==> src/rtl/sps_pkg.sv <==
// Package with widths, register indexes and reset values for the sphere plane slicer.
package sps_pkg;
  localparam int NormW = 18;
  localparam int CoordW = 32;
  localparam int RadW = 31;
  localparam int CfgIdxW = 2;
  localparam logic [CfgIdxW-1:0] RegNx = 2'd0;
  localparam logic [CfgIdxW-1:0] RegNy = 2'd1;
  localparam logic [CfgIdxW-1:0] RegNz = 2'd2;
  localparam logic [CfgIdxW-1:0] RegOff = 2'd3;
  localparam logic signed [NormW-1:0] NzReset = 18'sd65536;
  localparam int SqW = 62;
  localparam int RootW = 31;
  localparam int RootPerStage = 4;
  localparam int RootStages = (RootW + RootPerStage - 1) / RootPerStage;
endpackage

==> src/rtl/sps_root.sv <==
// Pipelined restoring integer square root, RootPerStage (4) result bits per stage.
module sps_root
  import sps_pkg::*;
(
  input  logic              clk,
  input  logic              rst_n,
  input  logic              in_vld,
  input  logic [SqW-1:0]    in_sq,
  input  logic [3*CoordW-1:0] in_tag,
  output logic              out_vld,
  output logic [RootW-1:0]  out_root,
  output logic [3*CoordW-1:0] out_tag
);
  localparam int NBits = RootStages * RootPerStage;
  localparam int RemW = RootW + 2;

  logic [RootStages-1:0]     vld_r;
  logic [2*NBits-1:0]        rad_r   [RootStages];
  logic [RemW-1:0]           rem_r   [RootStages];
  logic [RootW-1:0]          q_r     [RootStages];
  logic [3*CoordW-1:0]       tag_r   [RootStages];
  logic [2*NBits-1:0]        rad_nxt [RootStages];
  logic [RemW-1:0]           rem_nxt [RootStages];
  logic [RootW-1:0]          q_nxt   [RootStages];

  always_comb begin
    logic [RemW+1:0]    trial;
    logic [RemW+1:0]    acc;
    logic [2*NBits-1:0] rad;
    logic [RemW-1:0]    rem;
    logic [RootW-1:0]   q;
    rad = {{(2*NBits-SqW){1'b0}}, in_sq};
    rem = '0;
    q = '0;
    for (int s = 0; s < RootStages; s++) begin
      for (int b = 0; b < RootPerStage; b++) begin
        acc = {rem, rad[2*NBits-1 -: 2]};
        trial = {2'b00, q, 2'b01};
        rad = rad << 2;
        if (acc >= trial) begin
          rem = RemW'(acc - trial);
          q = {q[RootW-2:0], 1'b1};
        end else begin
          rem = RemW'(acc);
          q = {q[RootW-2:0], 1'b0};
        end
      end
      rad_nxt[s] = rad;
      rem_nxt[s] = rem;
      q_nxt[s] = q;
      rad = rad_r[s];
      rem = rem_r[s];
      q = q_r[s];
    end
  end

  always_ff @(posedge clk) begin
    if (!rst_n) begin
      vld_r <= '0;
    end else begin
      vld_r <= {vld_r[RootStages-2:0], in_vld};
    end
    for (int s = 0; s < RootStages; s++) begin
      rad_r[s] <= rad_nxt[s];
      rem_r[s] <= rem_nxt[s];
      q_r[s] <= q_nxt[s];
    end
    tag_r[0] <= in_tag;
    for (int s = 1; s < RootStages; s++) begin
      tag_r[s] <= tag_r[s-1];
    end
  end

  assign out_vld = vld_r[RootStages-1];
  assign out_root = q_r[RootStages-1];
  assign out_tag = tag_r[RootStages-1];
endmodule

==> config.mk <==
export PLATFORM = sky130hd
export DESIGN_NAME = sps_root
export DESIGN_NICKNAME = d
export VERILOG_FILES = /design/src/rtl/sps_pkg.sv /design/src/rtl/sps_root.sv
export SDC_FILE = /design/constraint.sdc
export NUM_CORES = 2
export LEC_CHECK = 0
export ABC_CLOCK_PERIOD_IN_PS = 12000
export CAP_MARGIN = 20
export CORE_MARGIN = 1
export CORE_UTILIZATION = 35
export DETAILED_ROUTE_END_ITERATION = 6
export DONT_BUFFER_PORTS = 1
export HOLD_SLACK_MARGIN = 0.12
export PLACE_DENSITY = 0.58
export SYNTH_ARGS = -nofsm -noshare
export SYNTH_HDL_FRONTEND = slang
export SYNTH_SLANG_ARGS = --single-unit
==> constraint.sdc <==
create_clock -name clk -period 12 [get_ports clk]
set_clock_uncertainty 0.05 [all_clocks]
set_input_delay 1.8 -clock clk [delete_from_list [all_inputs] [get_ports clk]]
set_output_delay 1.8 -clock clk [all_outputs]
set_load 0.02 [all_outputs]
# Word level (Yosys, flattened, before mapping)
# Memories as Yosys holds them, arrays and structs flattened.
# Cells that the tools add are included.
# word_totals
output_inout_bits,128
mem_count,4
ramBits,1728
romBits,0
input_bits,161
latchBits,0
reg_bits,8
elab_cells,129
# mem_list
name,depth,word_bits,read_ports,rd_clocked_by_memory_dff,wr,line,text
tag_r,8,96,8,0,8,sps_root.sv:21,logic [3*CoordW-1:0] tag_r [RootStages];
rad_r,8,56,7,0,8,sps_root.sv:18,logic [2*NBits-1:0] rad_r [RootStages];
rem_r,8,33,7,0,8,sps_root.sv:19,logic [RemW-1:0] rem_r [RootStages];
q_r,8,31,8,0,8,sps_root.sv:20,logic [RootW-1:0] q_r [RootStages];
# classes
mul,0
shifts,0
order_cmp,31
addsub,31
n_reduce_logical,0
div_mod_pow,0
n_eq_ne,0
muxes,62
bitwise,0
# op_table
op,count
$mux 33,31
$ge 35x33->1,28
$sub 33x33->33,28
$ge 35x3->1,1
$ge 35x4->1,1
$sub 33x3->33,1
$sub 33x4->33,1
$mux 1,31
$sub 2x1->3 const B,1
$ge 2x1->1 const B,1

# Depth between registers and ports, before layout
# An unclocked memory read counts as a cell.
# depth
ltp_word,9
mapped_depth,64
depth_no_buf,57

# Least setup slack after synthesis
# Ideal clock, no wire load.
# synth_timing
kind,flip-flop to flip-flop
start,"mem q_r[5][22], in the netlist q_r[1][53]"
end,mem rem_r[6][11] in the netlist's numbering
required_time_ns,11.829
path_stages_with_launch,59
period_less_slack_ns,12.233
setup_ns,0.121
slack_ns,-0.233
arrival_time_ns,12.062
path_cell_list,dfxtp_1 -> inv_1 -> ha_1 -> clkbuf_1 -> or4b_2 -> nor2_1 -> a31oi_1 -> nand2_1 -> a21o_1 -> clkbuf_1 -> clkbuf_1 -> buf_1 -> nor2_1 -> a21oi_1 -> ha_1 -> clkbuf_1 -> a21o_1 -> a2111oi_0 -> [... 23 more ...] -> nor2_1 -> clkbuf_1 -> inv_1 -> clkbuf_1 -> mux2_2 -> ha_1 -> a21o_1 -> a21o_1 -> a221o_1 -> a211o_1 -> a21oi_1 -> o21ai_0 -> a221o_1 -> nand2_1 -> o21a_1 -> clkbuf_1 -> inv_1 -> mux2_2
# synth_lines
element,line
start: declaration,sps_root.sv:20
end: declaration,sps_root.sv:19

==> impl_metrics.tcl <==
set metrics [dict create \
    drt-pass1-iter-count 6 \
    path_class "reg -> reg" \
    ys_seq_area_share_pct 37.75 \
    wl_um 225100 \
    clockRootBuffer "clkbuf_16" \
    rows 166 \
    crit_buf_inv 10 \
    period_needed_ns 11.50 \
    cap_violations 0 \
    cp.arrival_ns 12.13 \
    end_kind "register" \
    crit_slowest_cell "or4b_2" \
    num_vias 61590 \
    antenna_found_initial 13 \
    relSlewSlack_pct 28.11 \
    critPathTopFamily "compound AO/OA/AOI/OAI gates" \
    period_share_pct 95.80 \
    io_pins 289 \
    tightest_slew_ns 1.062 \
    holdWs_ns 0.2486 \
    wl_per_cell_um 19.63 \
    avgSynthCellArea_um2 8.740 \
    hold_violations 0 \
    netlist_area_mm2 0.07250 \
    die_h_um 457.1 \
    die_w_um 457.1 \
    p_total_w 0.01715 \
    cts.path.max_buffers 3 \
    setup_viol 0 \
    grt_usage_pct 20.85 \
    syn_inst 8295 \
    nets 9340 \
    grt_pass1_wl_um 345400 \
    numCtsBuffers 147 \
    drtAntennaViolNets 0 \
    grt_overflow 0 \
    start_kind "register" \
    area_growth_pct 15.92 \
    fin_cells 11460 \
    p_per_area_mw_per_mm2 204.1 \
    dp_hpwl_um 181400 \
    grt_max_degree 42 \
    max_freq_ghz 0.08698 \
    leakage_nw 37.23 \
    drt_iter0_drc 4889 \
    drv_slew 0 \
    yosysUniqueCellTypes 120 \
    io_buffers 0 \
    rsz0062_at_grt "yes" \
    place_congestion 0.9562 \
    slowest_delay_ns 0.69 \
    cts.sinks 1367 \
    placedCellCount 11180 \
    fin_util_pct 40.95 \
    ys_warn_count 0 \
    ir_worst_vdd_mv 0.1483 \
    postLayoutCellArea_mm2 0.08404 \
    drc 0 \
    synthArstFlopShare_pct 0 \
    drive_above_1_share_pct 12.84 \
    place_area_mm2 0.07826 \
    crit_required_ns 12.64 \
    synth_seq_cells 1367 \
    status "completed" \
    hold_class "reg -> reg" \
    cts_tree "yes" \
    start_util_pct 35.33 \
    worstPathMaxFanout 11 \
    synth-edff-count 0 \
    worstSkewPairLatency_ns 0.82 \
    grt_pass1_vias 58750 \
    die_area_mm2 0.2090 \
    vias_per_cell 5.373 \
    core_mm2 0.2052 \
    synth-main-ff-cell "dfxtp_1" \
    clk_pin_slew_ns 0.06 \
    htreeDepth 4 \
]
## per-layer routing
layer | vias up | part of all wire (%) | wire, um | GRT usage (%)
li1 | 30580 | - | - | -
met2 | 1672 | 44 | 98700 | 32.81
met3 | 313 | 5.9 | 13270 | 3.725
met5 | - | 0.046 | 103 | 0
met1 | 29020 | 48 | 107200 | 28.88
met4 | 16 | 2.6 | 5804 | 6.004
## through the flow
| stage | setup WS (ns) | TNS (ns) |
|---|---|---|
| 2_1_floorplan | 0.02376 | 0 |
| 3_3_place_gp | -0.1739 | -3.340 |
| 3_5_place_dp | -0.1825 | -0.2174 |
| 4_1_cts | 0.03171 | 0 |
| 5_1_grt | -0.09864 | -0.1121 |
| 6_report | 0.5035 | 0 |
## flip-flops by register name (all words and copies together), names as in the netlist
name	flops
q_r	136
vld_r	8
rem_r	231
tag_r	768
rad_r	224
## layout by cell type, fill, tap and decap left out, drive strengths merged, types with 82 or more instances in the layout
cell type,count
a21o,286
a21oi,669
a31oi,91
and2,85
and3,92
buf,525
clkbuf,186
dfxtp,1367
ha,525
inv,373
mux2,88
nand2,622
nand2b,90
nand3,203
nand4,149
nor2,662
nor3,218
nor4,96
o21a,82
o21ai,471
xnor2,469
xor2,227
## cell families after synthesis
| kind of cell | after synthesis | synth area share, % |
|---|---|---|
| AOI/OAI and AO/OA | 2264 | 20.24 |
| xor gates and xnor gates | 696 | 8.419 |
| adders and majority gates | 525 | 9.061 |
| buffers and inverters | 685 | 4.132 |
| DFF | 1367 | 37.75 |
| muxes | 126 | 1.892 |
| other | 1 | 0.005173 |
| and+or+nand+nor | 2631 | 18.51 |
## worst reg2reg max path, delay by kind of cell, from the launching register on
kind,cells,cell delay [ns]
flip-flops,1,0.41
adder cells (fa/ha/maj),4,1.41
AO/OA/AOI/OAI,24,4.93
buffers and inverters,10,1.45
multiplexers,1,0.31
XOR/XNOR,2,0.34
AND/OR/NAND/NOR,15,2.53
## Yosys cell counts (75+ instances only)
master    instances  share of area, %
nor3_1          211               1.5
a21o_1          286               3.0
clkbuf_1        172              0.89
and3_1           92              0.79
or3_1            80              0.69
nor2_1          660               3.4
o21a_1           82              0.85
nand3_1         201               1.4
buf_4           102               1.1
a31oi_1          90              0.78
a21oi_1         667               4.6
nand4_1         148               1.3
o21ai_0         451               3.1
xor2_1          227               2.7
inv_1           358               1.9
nand2_1         619               3.2
dfxtp_1        1367                38
mux2_2           88               1.4
nor4_1           81              0.70
o21bai_1         76              0.79
nand2b_1         90              0.78
and2_1           83              0.72
xnor2_1         468               5.7
o31ai_1          77              0.80
ha_1            525               9.1
a211oi_1         75              0.78
## report_power, final
part	internal, W	switching (W)
combinational	0.00274	0.00415
clock	0.00286	0.00194
sequential	0.00502	0.000441
total	0.0106	0.00653
## timing repair
action / 4_1_cts / 5_1_grt
pin swaps: 0 / 10
hold buffers: 0 / 0
resized for setup: 4 / 126
gates cloned: 0 / 0
setup endpoints to repair: 10 / 125
setup buffers: 0 / 9
## layout make-up
type	instances	area, um2
clock inverter	80	1234
sequential	1367	27400
inverter	367	1391
tap	2688	3363
timing repair buffer	525	4081
antenna	5	12.51
fill	20500	121200
clock buffer	186	4028
multi-input combinational	6246	42530
## worst paths after layout
check / start / to / slack [ns] / depth (start not counted)
worst min register to register: rad_r[2][34]$_DFF_P_ / rad_r[3][42]$_DFF_P_ / 0.25 / 0
worst max-delay path: q_r[1][45]$_DFF_P_ / rem_r[6][31]$_DFF_P_ / 0.50 / 56
worst min-delay path: rad_r[2][34]$_DFF_P_ / rad_r[3][42]$_DFF_P_ / 0.25 / 0
worst max register to register: q_r[1][45]$_DFF_P_ / rem_r[6][31]$_DFF_P_ / 0.50 / 56
No activity file was read; power rests on OpenSTA's default activity.
